[config.mk]
export PLATFORM = sky130hd
export DESIGN_NAME = idp_parser
export DESIGN_NICKNAME = d
export VERILOG_FILES = /design/src/hw/rtl/idp_pkg.sv /design/src/hw/rtl/idp_parser.sv
export SDC_FILE = /design/constraint.sdc
export NUM_CORES = 1
export LEC_CHECK = 0
export ABC_AREA = 1
export ABC_CLOCK_PERIOD_IN_PS = 4600
export BUFFER_PORTS_ARGS = -buffer_cell sky130_fd_sc_hd__buf_4
export CORE_UTILIZATION = 54
export CTS_BUF_LIST = sky130_fd_sc_hd__clkbuf_8
export DETAILED_ROUTE_END_ITERATION = 12
export GPL_TIMING_DRIVEN = 0
export PLACE_DENSITY = 0.83
export SKIP_CTS_REPAIR_TIMING = 1
export SLEW_MARGIN = 40
export SYNTH_ARGS = -nofsm -noshare
export SYNTH_HDL_FRONTEND = slang
export SYNTH_SLANG_ARGS = --single-unit
[constraint.sdc]
create_clock -name clk -period 4.6 [get_ports clk]
set_clock_uncertainty 0.05 [all_clocks]
set_input_delay 0.46 -clock clk [delete_from_list [all_inputs] [get_ports clk]]
set_output_delay 0.46 -clock clk [all_outputs]
set_load 0.01 [all_outputs]
[src/hw/rtl/idp_pkg.sv]
`default_nettype none
package idp_pkg;

	// Parse sections.
	localparam logic [2:0] SEC_HEADER  = 3'd0;
	localparam logic [2:0] SEC_PALETTE = 3'd1;
	localparam logic [2:0] SEC_COLOR   = 3'd2;
	localparam logic [2:0] SEC_MASK    = 3'd3;
	localparam logic [2:0] SEC_DONE    = 3'd4;

	// Configuration register indexes.
	localparam logic [1:0] REG_WIDTH  = 2'd0;
	localparam logic [1:0] REG_HEIGHT = 2'd1;
	localparam logic [1:0] REG_KEY    = 2'd2;

	// Kinds of pixel write.
	localparam logic [1:0] KIND_LOOKUP = 2'd0;
	localparam logic [1:0] KIND_DIRECT = 2'd1;
	localparam logic [1:0] KIND_MASK   = 2'd2;
	localparam logic [1:0] KIND_ERROR  = 2'd3;

	localparam int HEADER_BYTES = 40;
	localparam int MAX_DIM      = 256;
	localparam int PAL_DEPTH    = 256;
	localparam int SLOTS        = 8;
	localparam logic [23:0] KEY_RESET = 24'hFF00FF;
	localparam logic [7:0]  KEY_NUDGE = 8'd36;

	// Up to eight pixel writes that one byte causes.
	typedef struct packed {
		logic [SLOTS-1:0]      mask;
		logic [1:0]            kind;
		logic [7:0]            y;
		logic [23:0]           rgb;
		logic [SLOTS-1:0][7:0] x;
		logic [SLOTS-1:0][7:0] idx;
	} job_t;

	// Palette memory write.
	typedef struct packed {
		logic        en;
		logic [7:0]  addr;
		logic [23:0] data;
	} pal_wr_t;

	// Green nudge for colors that match the key.
	function automatic logic [23:0] nudge(input logic [23:0] rgb, input logic [23:0] key);
		logic [23:0] r;
		r = rgb;
		if (rgb == key) r[15:8] = rgb[15:8] + KEY_NUDGE;
		return r;
	endfunction

endpackage
`default_nettype wire

[src/hw/rtl/idp_parser.sv]
`default_nettype none
module idp_parser (
	input  wire logic           clk,
	input  wire logic           arst_n,
	input  wire logic           cfg_we,
	input  wire logic [1:0]     cfg_addr,
	input  wire logic [23:0]    cfg_wdata,
	input  wire logic           accept,
	input  wire logic [7:0]     data_byte,
	input  wire logic           first_byte,
	output idp_pkg::job_t       job,
	output idp_pkg::pal_wr_t    pal_wr
);

	logic [7:0]  cfg_w_q, cfg_h_q;
	logic [23:0] key_q;
	logic [2:0]  sec_q, e_sec, n_sec;
	logic [9:0]  cnt_q, e_cnt, n_cnt;
	logic [4:0]  depth_q, n_depth;
	logic [8:0]  uw_q, uh_q, n_uw, n_uh;
	logic [7:0]  line_q, n_line;
	logic [8:0]  col_q, n_col;
	logic [1:0]  comp_q, n_comp;
	logic [23:0] part_q, n_part;
	logic [15:0] hw_q, hh_q, hd_q, e_hw, e_hh, e_hd;
	logic [10:0] cnt_inc;
	logic [9:0]  rb;
	logic [8:0]  y_full, w_sel, h_sel;
	logic [12:0] xk;
	logic        ok_depth;

	// Configuration registers.
	always_ff @(posedge clk or negedge arst_n) begin
		if (!arst_n) begin
			cfg_w_q <= '0;
			cfg_h_q <= '0;
			key_q   <= idp_pkg::KEY_RESET;
		end else if (cfg_we) begin
			case (cfg_addr)
				idp_pkg::REG_WIDTH:  cfg_w_q <= cfg_wdata[7:0];
				idp_pkg::REG_HEIGHT: cfg_h_q <= cfg_wdata[7:0];
				idp_pkg::REG_KEY:    key_q   <= cfg_wdata;
				default: ;
			endcase
		end
	end

	// Parse one byte: next state, palette write and the pixel job.
	always_comb begin
		e_sec = first_byte ? idp_pkg::SEC_HEADER : sec_q;
		e_cnt = first_byte ? 10'd0 : cnt_q;
		e_hw  = first_byte ? 16'd0 : hw_q;
		e_hh  = first_byte ? 16'd0 : hh_q;
		e_hd  = first_byte ? 16'd0 : hd_q;
		n_sec = e_sec; n_cnt = e_cnt; n_depth = depth_q; n_uw = uw_q; n_uh = uh_q;
		n_line = line_q; n_col = col_q; n_comp = comp_q; n_part = part_q;
		cnt_inc = {1'b0, e_cnt} + 11'd1;
		pal_wr = '0;
		job = '0;
		y_full = uh_q - 9'd1 - {1'b0, line_q};
		job.y = y_full[7:0];
		xk = '0;
		w_sel = '0; h_sel = '0; ok_depth = 1'b0;

		// Row length in bytes, padded to four.
		if (e_sec == idp_pkg::SEC_MASK) rb = (({1'b0, uw_q} + 10'd31) >> 5) << 2;
		else begin
			case (depth_q)
				5'd24:   rb = ({1'b0, uw_q} + {uw_q, 1'b0} + 10'd3) & 10'h3FC;
				5'd8:    rb = ({1'b0, uw_q} + 10'd3) & 10'h3FC;
				5'd4:    rb = (({1'b0, uw_q} + 10'd7) >> 3) << 2;
				default: rb = (({1'b0, uw_q} + 10'd31) >> 5) << 2;
			endcase
		end

		case (e_sec)
			idp_pkg::SEC_HEADER: begin
				case (e_cnt)
					10'd4:  e_hw[7:0]  = data_byte;
					10'd5:  e_hw[15:8] = data_byte;
					10'd8:  e_hh[7:0]  = data_byte;
					10'd9:  e_hh[15:8] = data_byte;
					10'd14: e_hd[7:0]  = data_byte;
					10'd15: e_hd[15:8] = data_byte;
					default: ;
				endcase
				n_cnt = cnt_inc[9:0];
				if (cnt_inc >= 11'(idp_pkg::HEADER_BYTES)) begin
					w_sel = (cfg_w_q != 8'd0) ? {1'b0, cfg_w_q} :
						(e_hw > 16'(idp_pkg::MAX_DIM)) ? 9'(idp_pkg::MAX_DIM) : e_hw[8:0];
					h_sel = (cfg_h_q != 8'd0) ? {1'b0, cfg_h_q} :
						(e_hh > 16'(idp_pkg::MAX_DIM)) ? 9'(idp_pkg::MAX_DIM) : e_hh[8:0];
					ok_depth = e_hd == 16'd1 || e_hd == 16'd4 || e_hd == 16'd8
						|| e_hd == 16'd24;
					n_uw = w_sel; n_uh = h_sel;
					n_cnt = '0; n_line = '0; n_col = '0; n_comp = '0; n_part = '0;
					if (w_sel == 9'd0 || h_sel == 9'd0 || !ok_depth) begin
						job.mask = 8'd1;
						job.kind = idp_pkg::KIND_ERROR;
						job.y = '0;
						n_sec = idp_pkg::SEC_DONE;
					end else begin
						n_depth = e_hd[4:0];
						n_sec = (e_hd == 16'd24) ? idp_pkg::SEC_COLOR : idp_pkg::SEC_PALETTE;
					end
				end
			end
			idp_pkg::SEC_PALETTE: begin
				case (e_cnt[1:0])
					2'd0: n_part = {16'd0, data_byte};
					2'd1: n_part[15:8] = data_byte;
					2'd2: n_part[23:16] = data_byte;
					default: begin
						pal_wr.en   = 1'b1;
						pal_wr.addr = e_cnt[9:2];
						pal_wr.data = idp_pkg::nudge(part_q, key_q);
						n_part = '0;
					end
				endcase
				n_cnt = cnt_inc[9:0];
				if (cnt_inc >= (11'd4 << depth_q)) begin
					n_cnt = '0;
					n_sec = idp_pkg::SEC_COLOR;
				end
			end
			idp_pkg::SEC_COLOR, idp_pkg::SEC_MASK: begin
				if (e_sec == idp_pkg::SEC_MASK) begin
					job.kind = idp_pkg::KIND_MASK;
					job.rgb = key_q;
					for (int k = 0; k < idp_pkg::SLOTS; k++) begin
						xk = {e_cnt, 3'b000} + 13'(k);
						job.x[k] = xk[7:0];
						job.mask[k] = (xk < {4'd0, uw_q}) && data_byte[7-k];
					end
				end else if (depth_q == 5'd24) begin
					job.kind = idp_pkg::KIND_DIRECT;
					if (col_q < uw_q) begin
						case (comp_q)
							2'd0: n_part[7:0] = data_byte;
							2'd1: n_part[15:8] = data_byte;
							default: begin
								job.mask = 8'd1;
								job.x[0] = col_q[7:0];
								job.rgb = idp_pkg::nudge({data_byte, part_q[15:0]}, key_q);
								n_part = '0;
								n_col = col_q + 9'd1;
							end
						endcase
						n_comp = (comp_q == 2'd2) ? 2'd0 : comp_q + 2'd1;
					end
				end else if (depth_q == 5'd8) begin
					job.mask[0] = {3'd0, e_cnt} < {4'd0, uw_q};
					job.x[0] = e_cnt[7:0];
					job.idx[0] = data_byte;
				end else if (depth_q == 5'd4) begin
					for (int k = 0; k < 2; k++) begin
						xk = {2'b00, e_cnt, 1'b0} + 13'(k);
						job.x[k] = xk[7:0];
						job.mask[k] = xk < {4'd0, uw_q};
					end
					job.idx[0] = {4'd0, data_byte[7:4]};
					job.idx[1] = {4'd0, data_byte[3:0]};
				end else begin
					for (int k = 0; k < idp_pkg::SLOTS; k++) begin
						xk = {e_cnt, 3'b000} + 13'(k);
						job.x[k] = xk[7:0];
						job.mask[k] = xk < {4'd0, uw_q};
						job.idx[k] = {7'd0, data_byte[7-k]};
					end
				end
				// Row advance.
				n_cnt = cnt_inc[9:0];
				if (cnt_inc >= {1'b0, rb}) begin
					n_cnt = '0; n_col = '0; n_part = '0; n_comp = '0;
					n_line = line_q + 8'd1;
					if ({1'b0, line_q} + 9'd1 >= uh_q) begin
						n_line = '0;
						n_sec = (e_sec == idp_pkg::SEC_COLOR) ? idp_pkg::SEC_MASK
							: idp_pkg::SEC_DONE;
					end
				end
			end
			default: ;
		endcase
		if (!accept) begin
			job.mask = '0;
			pal_wr.en = 1'b0;
		end
	end

	// Parser state.
	always_ff @(posedge clk or negedge arst_n) begin
		if (!arst_n) begin
			sec_q <= idp_pkg::SEC_HEADER; cnt_q <= '0; depth_q <= '0;
			uw_q <= '0; uh_q <= '0; line_q <= '0; col_q <= '0; comp_q <= '0;
			part_q <= '0; hw_q <= '0; hh_q <= '0; hd_q <= '0;
		end else if (accept) begin
			sec_q <= n_sec; cnt_q <= n_cnt; depth_q <= n_depth;
			uw_q <= n_uw; uh_q <= n_uh; line_q <= n_line; col_q <= n_col;
			comp_q <= n_comp; part_q <= n_part; hw_q <= e_hw; hh_q <= e_hh; hd_q <= e_hd;
		end
	end

endmodule
`default_nettype wire

; Word level (Yosys, flattened, before mapping)
; Cells that the tools add are included.
; W data, S select, Z words.
[op_classes]
order_cmp = 18
add_sub_neg = 21
shift = 1
n_reduce_logical = 39
bitwise = 1
eq_ne = 35
muxes = 106
[ops]
columns = cell, n
row1 = $mux W8, 26
row2 = $mux W24, 8
row3 = $mux W56, 3
row4 = $mux W152, 1
row5 = $mux W64, 2
row6 = $mux W16, 7
row7 = $lt A13 B9 Y1, 8
row8 = $pmux W8 S2, 6
row9 = $mux W9, 10
row10 = $mux W88, 1
row11 = $pmux W24 S3, 1
row12 = $mux W33, 2
row13 = $mux W10, 6
row14 = $pmux W10 S3, 2
row15 = $add A13 B3 Y13 const B, 4
row16 = $eq A24 B24 Y1, 2
row17 = $mux W48, 1
row18 = $mux W41, 1
row19 = $eq A10 B4 Y1 const B, 4
row20 = $gt A16 B9 Y1 const B, 2
row21 = $add A13 B2 Y13 const B, 2
row22 = $reduce_and A8 Y1, 3
row23 = $mux W11, 2
row24 = $mux W3, 7
row25 = other kinds (64), 110
[word_totals]
out_inout_bits = 203
input_bits = 39
register_bits = 167
word_cells = 238

; Depth between registers and ports, before layout
[depth]
ltp_word = 14
depth_mapped = 32
ltp_nobuf = 31

; Least setup slack after synthesis
; No wires, ideal clock.
[synth_timing]
kind = reg-to-reg
from = register uw_q[3]
to = register col_q[2]
setup_time_ns = 0.119
stages_incl_launch_ff = 31
arrival_time_ns = 4.457
required_time_ns = 4.431
synth_period_minus_slack_ns = 4.626
path_buffers = 1
path_slack_ns = -0.026
cell_sequence = dfrtp_1 clkinv_1 ha_1 ha_1 inv_1 o21bai_1 a21oi_1 or2_2 nand2_1 a21oi_1 or2_2 nand2_1 nand2_1 nand2_1 nor2_1 o21ai_0 nand2_1 ha_1 nand3_1 nor4_1 a211oi_1 nand3b_2 nor2_4 clkinv_2 nor2_2 nor2_1 nand2_1 nor2_2 buf_4 a21oi_1 nor2_1
[synth_via]
elab_chain_cells = 7
elab_cells_between_ends = 16
cone_classes = add/sub: 5 / order compare: 2 / eq/ne: 4 / mux: 4 / reduce/logical: 1
[synth_rtl]
columns = element, line
row1 = start: declaration, idp_parser.sv:20  ; logic [8:0] uw_q, uh_q, n_uw, n_uh;
row2 = start signal: assignment, idp_parser.sv:199  ; uw_q <= n_uw; uh_q <= n_uh; line_q <= n_line; col_q <= n_col;
row3 = $add A9 B10 Y10, idp_parser.sv:69  ; 5'd24: rb = ({1'b0, uw_q} + {uw_q, 1'b0} + 10'd3) & 10'h3FC;
row4 = $add A10 B2 Y10, idp_parser.sv:69
row5 = $pmux W10 S3, idp_parser.sv:68  ; case (depth_q)
row6 = $mux W10, idp_parser.sv:66  ; if (e_sec == idp_pkg::SEC_MASK) rb = (({1'b0, uw_q} + 10'd31) >> 5) << 2;
row7 = $ge A11 B10 Y1, idp_parser.sv:173  ; if (cnt_inc >= {1'b0, rb}) begin
row8 = $ne A3 B3 Y1 (no line) or $mux W9 (tied branches), -
row9 = $reduce_and A7 Y1 (no line) or $pmux W9 S2 (tied branches), -
row10 = end signal: assignment, idp_parser.sv:199
row11 = end: declaration, idp_parser.sv:22  ; logic [8:0] col_q, n_col;
; Parallel ways exist; a longest one is shown, timed or not.
; A chain may end at the register's enable or synchronous reset.

; Worst setup path after layout
[layout_timing]
from = register uw_q[2]
to = register part_q[17]
[layout_via]
elab_chain_cells = 7
elab_cells_between_ends = 16
cone_classes = add/sub: 5 / order compare: 2 / eq/ne: 4 / mux: 4 / reduce/logical: 1
[layout_rtl]
columns = element, line
row1 = $add A9 B10 Y10, idp_parser.sv:69
row2 = $add A10 B2 Y10, idp_parser.sv:69
row3 = $pmux W10 S3, idp_parser.sv:68
row4 = $mux W10, idp_parser.sv:66
row5 = $ge A11 B10 Y1, idp_parser.sv:173
row6 = $ne A3 B3 Y1 (no line) or $mux W24 (tied branches), -
row7 = $reduce_and A8 Y1 (no line) or $pmux W24 S3 (tied branches), -
row8 = end signal: assignment, idp_parser.sv:200  ; comp_q <= n_comp; part_q <= n_part; hw_q <= e_hw; hh_q <= e_hh; hd_q <= e_hd;
row9 = end: declaration, idp_parser.sv:24  ; logic [23:0] part_q, n_part;
; Parallel ways exist; a longest one is shown, timed or not.

==> flow_summary.yaml <==
yosys:
  yosysUniqueCellTypes: 61
  synth_compound_gate_area_share_pct: 18.15
  synth-seq-cells: 167
  synth_simple_gate_area_share_pct: 27.09
  synthAdderAreaFrac_pct: 7.596
  synth_top_family_by_area: "simple AND/OR/NAND/NOR gates"
  syn_area_per_cell_um2: 6.844
  yosys.area_share.xor_xnor_pct: 2.947
  synth_mux_area_share_pct: 1.254
  synth_area_um2: 14260
  synth_ff_type: "dfrtp_1"
  netlist_instances: 2084
  ys_warn_count: 0
  ys_seq_area_share_pct: 29.44
  synth_edf_count: 0
  synthArstFlopShare_pct: 100.0
pwr:
  leakagePower_nw: 9.052
  netSwitchingFraction_pct: 44.85
  pwr-share-clk_pct: 18.4
  internal-power_mw: 3.256
  share_comb_of_total_power_pct: 48.0
  peakVddDrop_v: 0.0002023
  switching_power_mw: 2.647
  p_per_area_nw_per_um2: 335.3
  p_seq_share_pct: 33.6
worst_setup_path:
  crit_type: "reg -> reg"
  critPathMaxStageDelay_ps: 440
  critical_path_buf_inv_count: 4
  timing.rr.start: "uw_q[2]"
  crit_slowest_cell: "dfrtp_2"
  arrival_ps: 5150
  cp-start-kind: "flop"
  cp_max_fo: 7
  crit_required_ps: 4920
  critPathLaunch: "uw_q[2]"
  cp_top_family: "simple AND/OR/NAND/NOR gates"
  end_kind: "flop"
cts:
  path_clk_slew_ps: 110
  tritoncts: "done"
  cts.sinks: 167
  cts-root-buf: "clkbuf_8"
  cts.htree.levels: 4
  clock_path_buffers: 2
  cts_buffers: 17
  clock_latency_ps: 480
sta:
  rsz0062_at_grt: "true"
  slew-limit-headroom_pct: 44.60
  fin_crit_ps: 4831
  setup_viol: 36
  fin_setup_tns_ps: -3362
  worst_pin_slew_ps: 831.0
  hold_violations: 0
  slew_viol_final: 0
  finalWorstSetupSlack_ps: -231.4
  fmax_ghz: 0.2070
  period_share_pct: 105.0
route:
  ant_nets: 0
  drtIter0Drc: 1740
  wire_per_inst_um: 19.00
  drc: 0
  drt-pass1-iter-count: 8
  vias_per_cell: 5.757
  via_count: 15750
  routed_wl_um: 51980
floorplanning:
  pin_count: 242
  die_h_um: 164.5
  die_w_um: 164.5
  die_area_um2: 27070
  coreArea_um2: 25980
  rows: 59
  start_util_pct: 54.89
run:
  cap_violations: 0
placed_design:
  place.gp.congestion: 1.019
  port_buffers: 186
  dp_cells: 2659
  pre_cts_ws_ps: -1325
  placed_cell_area_um2: 16350
  place_hpwl_um: 39450
cells_and_area:
  final_nets: 2512
  postLayoutCoreUtil_pct: 67.74
  final_layout_size_suffix_gt1_share_pct: 22.13
  fin_cells: 2736
  area_delta_synth_final_pct: 23.41
  seq_area_um2: 4204
  fill_cells: 2248
  final_area_um2: 17600
  multiInputGateArea_um2: 8748
run_status:
  outcome: "finished, violations left"
  violations: "negative setup slack"
global_route:
  grt_pass1_wl_um: 77250
  grt_overflow_total: 0
  grt_start_max_net_pins: 65
  grt_pass1_vias: 14103
  antenna_found_initial: 0
  track_usage_pct: 37.58
worst_hold_path:
  worstHoldStart: "cfg_wdata[19]"
  hold_class: "in -> reg"
-- worst register-to-register path, delay by kind of cell (launching register included) --
kind / cells / cell delay, ps
buffers and inverters: 4 / 560
adders and majority gates: 3 / 850
AOI/OAI and AO/OA: 6 / 670
and+or+nand+nor: 16 / 2180
DFF: 1 / 440
-- cells in the mapped netlist (13+ instances only) --
master      n  area, um2
a21oi_1   111      555.5
a22o_1     18      157.7
buf_4      91      683.2
clkbuf_1   54      202.7
dfrtp_1   151       3779
dfstp_2    16      420.4
ha_1       85       1064
inv_1     236      885.9
mux2_2     15      168.9
nand2_1   452       1697
nand2_2    13      81.33
nand3_1    99      495.5
nand4_1    19      118.9
nor2_1    253      949.7
nor3_1     28      140.1
o21ai_0   175      875.8
o21ai_1    22      110.1
o22ai_1    31      193.9
o31ai_1    35      262.8
xor2_1     47      411.6
-- metal layers --
layer  wire (um)  global-route usage [%]
met5           0                       0
met1       20530                   47.77
met4        3513                   23.98
met2       23220                   59.51
met3        4723                   5.927
-- final timing paths --
| path | endpoint | slack, ps | cells after the start |
|---|---|---|---|
| max in group asynchronous | uw_q[1] | 3370 | 3 |
| min | key_q[19] | 160 | 2 |
| max | part_q[17] | -230 | 29 |
| min in group asynchronous | part_q[20] | 420 | 2 |
| min reg2reg | part_q[4] | 440 | 2 |
| max reg2reg | part_q[17] | -230 | 29 |
-- flip-flops by register name, summed over array words and instances, names as in the netlist --
| name | count |
|---|---|
| line_q | 8 |
| hd_q | 16 |
| hh_q | 16 |
| depth_q | 5 |
| key_q | 24 |
| col_q | 9 |
| sec_q | 3 |
| cfg_h_q | 8 |
| uw_q | 9 |
| hw_q | 16 |
| uh_q | 9 |
| comp_q | 2 |
| cnt_q | 10 |
| part_q | 24 |
| cfg_w_q | 8 |
-- cell usage in the layout (no fill, tap or decap), types with 10 or more instances in the layout --
cell type / n
a21oi_1: 103
a22o_1: 18
buf_4: 311
clkbuf_1: 49
clkbuf_8: 17
conb_1: 53
dfrtp_1: 147
dfstp_2: 16
ha_1: 78
inv_1: 229
inv_2: 15
mux2_2: 15
nand2_1: 439
nand2_2: 22
nand3_1: 93
nand4_1: 19
nor2_1: 243
nor2_2: 12
nor2_4: 14
nor3_1: 24
nor4_1: 10
o21ai_0: 161
o21ai_1: 31
o22ai_1: 31
o31ai_1: 34
xor2_1: 47
-- per-stage QoR --
step,hold WS [ps],power [mW]
after CTS,-182.7,5.451
after floorplan,114.4,3.605
after detailed placement,344.6,4.388
after global placement,411.5,4.304
after global routing,143.7,6.271
final,156.2,5.903
-- logic make-up (layout without fill, tap and decap cells) --
family,count (synthesis),in the layout
flip-flops,167,167
other,1,54
multiplexers,16,16
adder cells (fa/ha/maj),86,86
buffers and inverters,412,676
AND/OR/NAND/NOR,908,908
XOR/XNOR,48,48
AO/OA/AOI/OAI,446,446
-- final cells by class --
| class | instances | share of cell area [%] |
|---|---|---|
| flip-flops and latches | 167 | 23.88 |
| repair buffers | 234 | 10.60 |
| well taps | 335 | 2.381 |
| clock buffers | 17 | 1.329 |
| inverters | 251 | 5.509 |
| clock inverters | 15 | 0.9098 |
| multi-input cells | 1557 | 49.70 |
| plain buffers | 159 | 5.679 |
| diodes | 1 | 0.01422 |
-- power by group through the flow --
stage               clock network, mW  logic (mW)  registers [mW]
finish                           1.09        2.84            1.98
global route                     1.14        3.12            2.01
CTS                              1.08        2.41            1.96
detailed placement                  0        2.40            1.99
global placement                    0        2.33            1.98
floorplan                           0        1.69            1.91
Note: power is estimated with default switching activity, not from simulation.
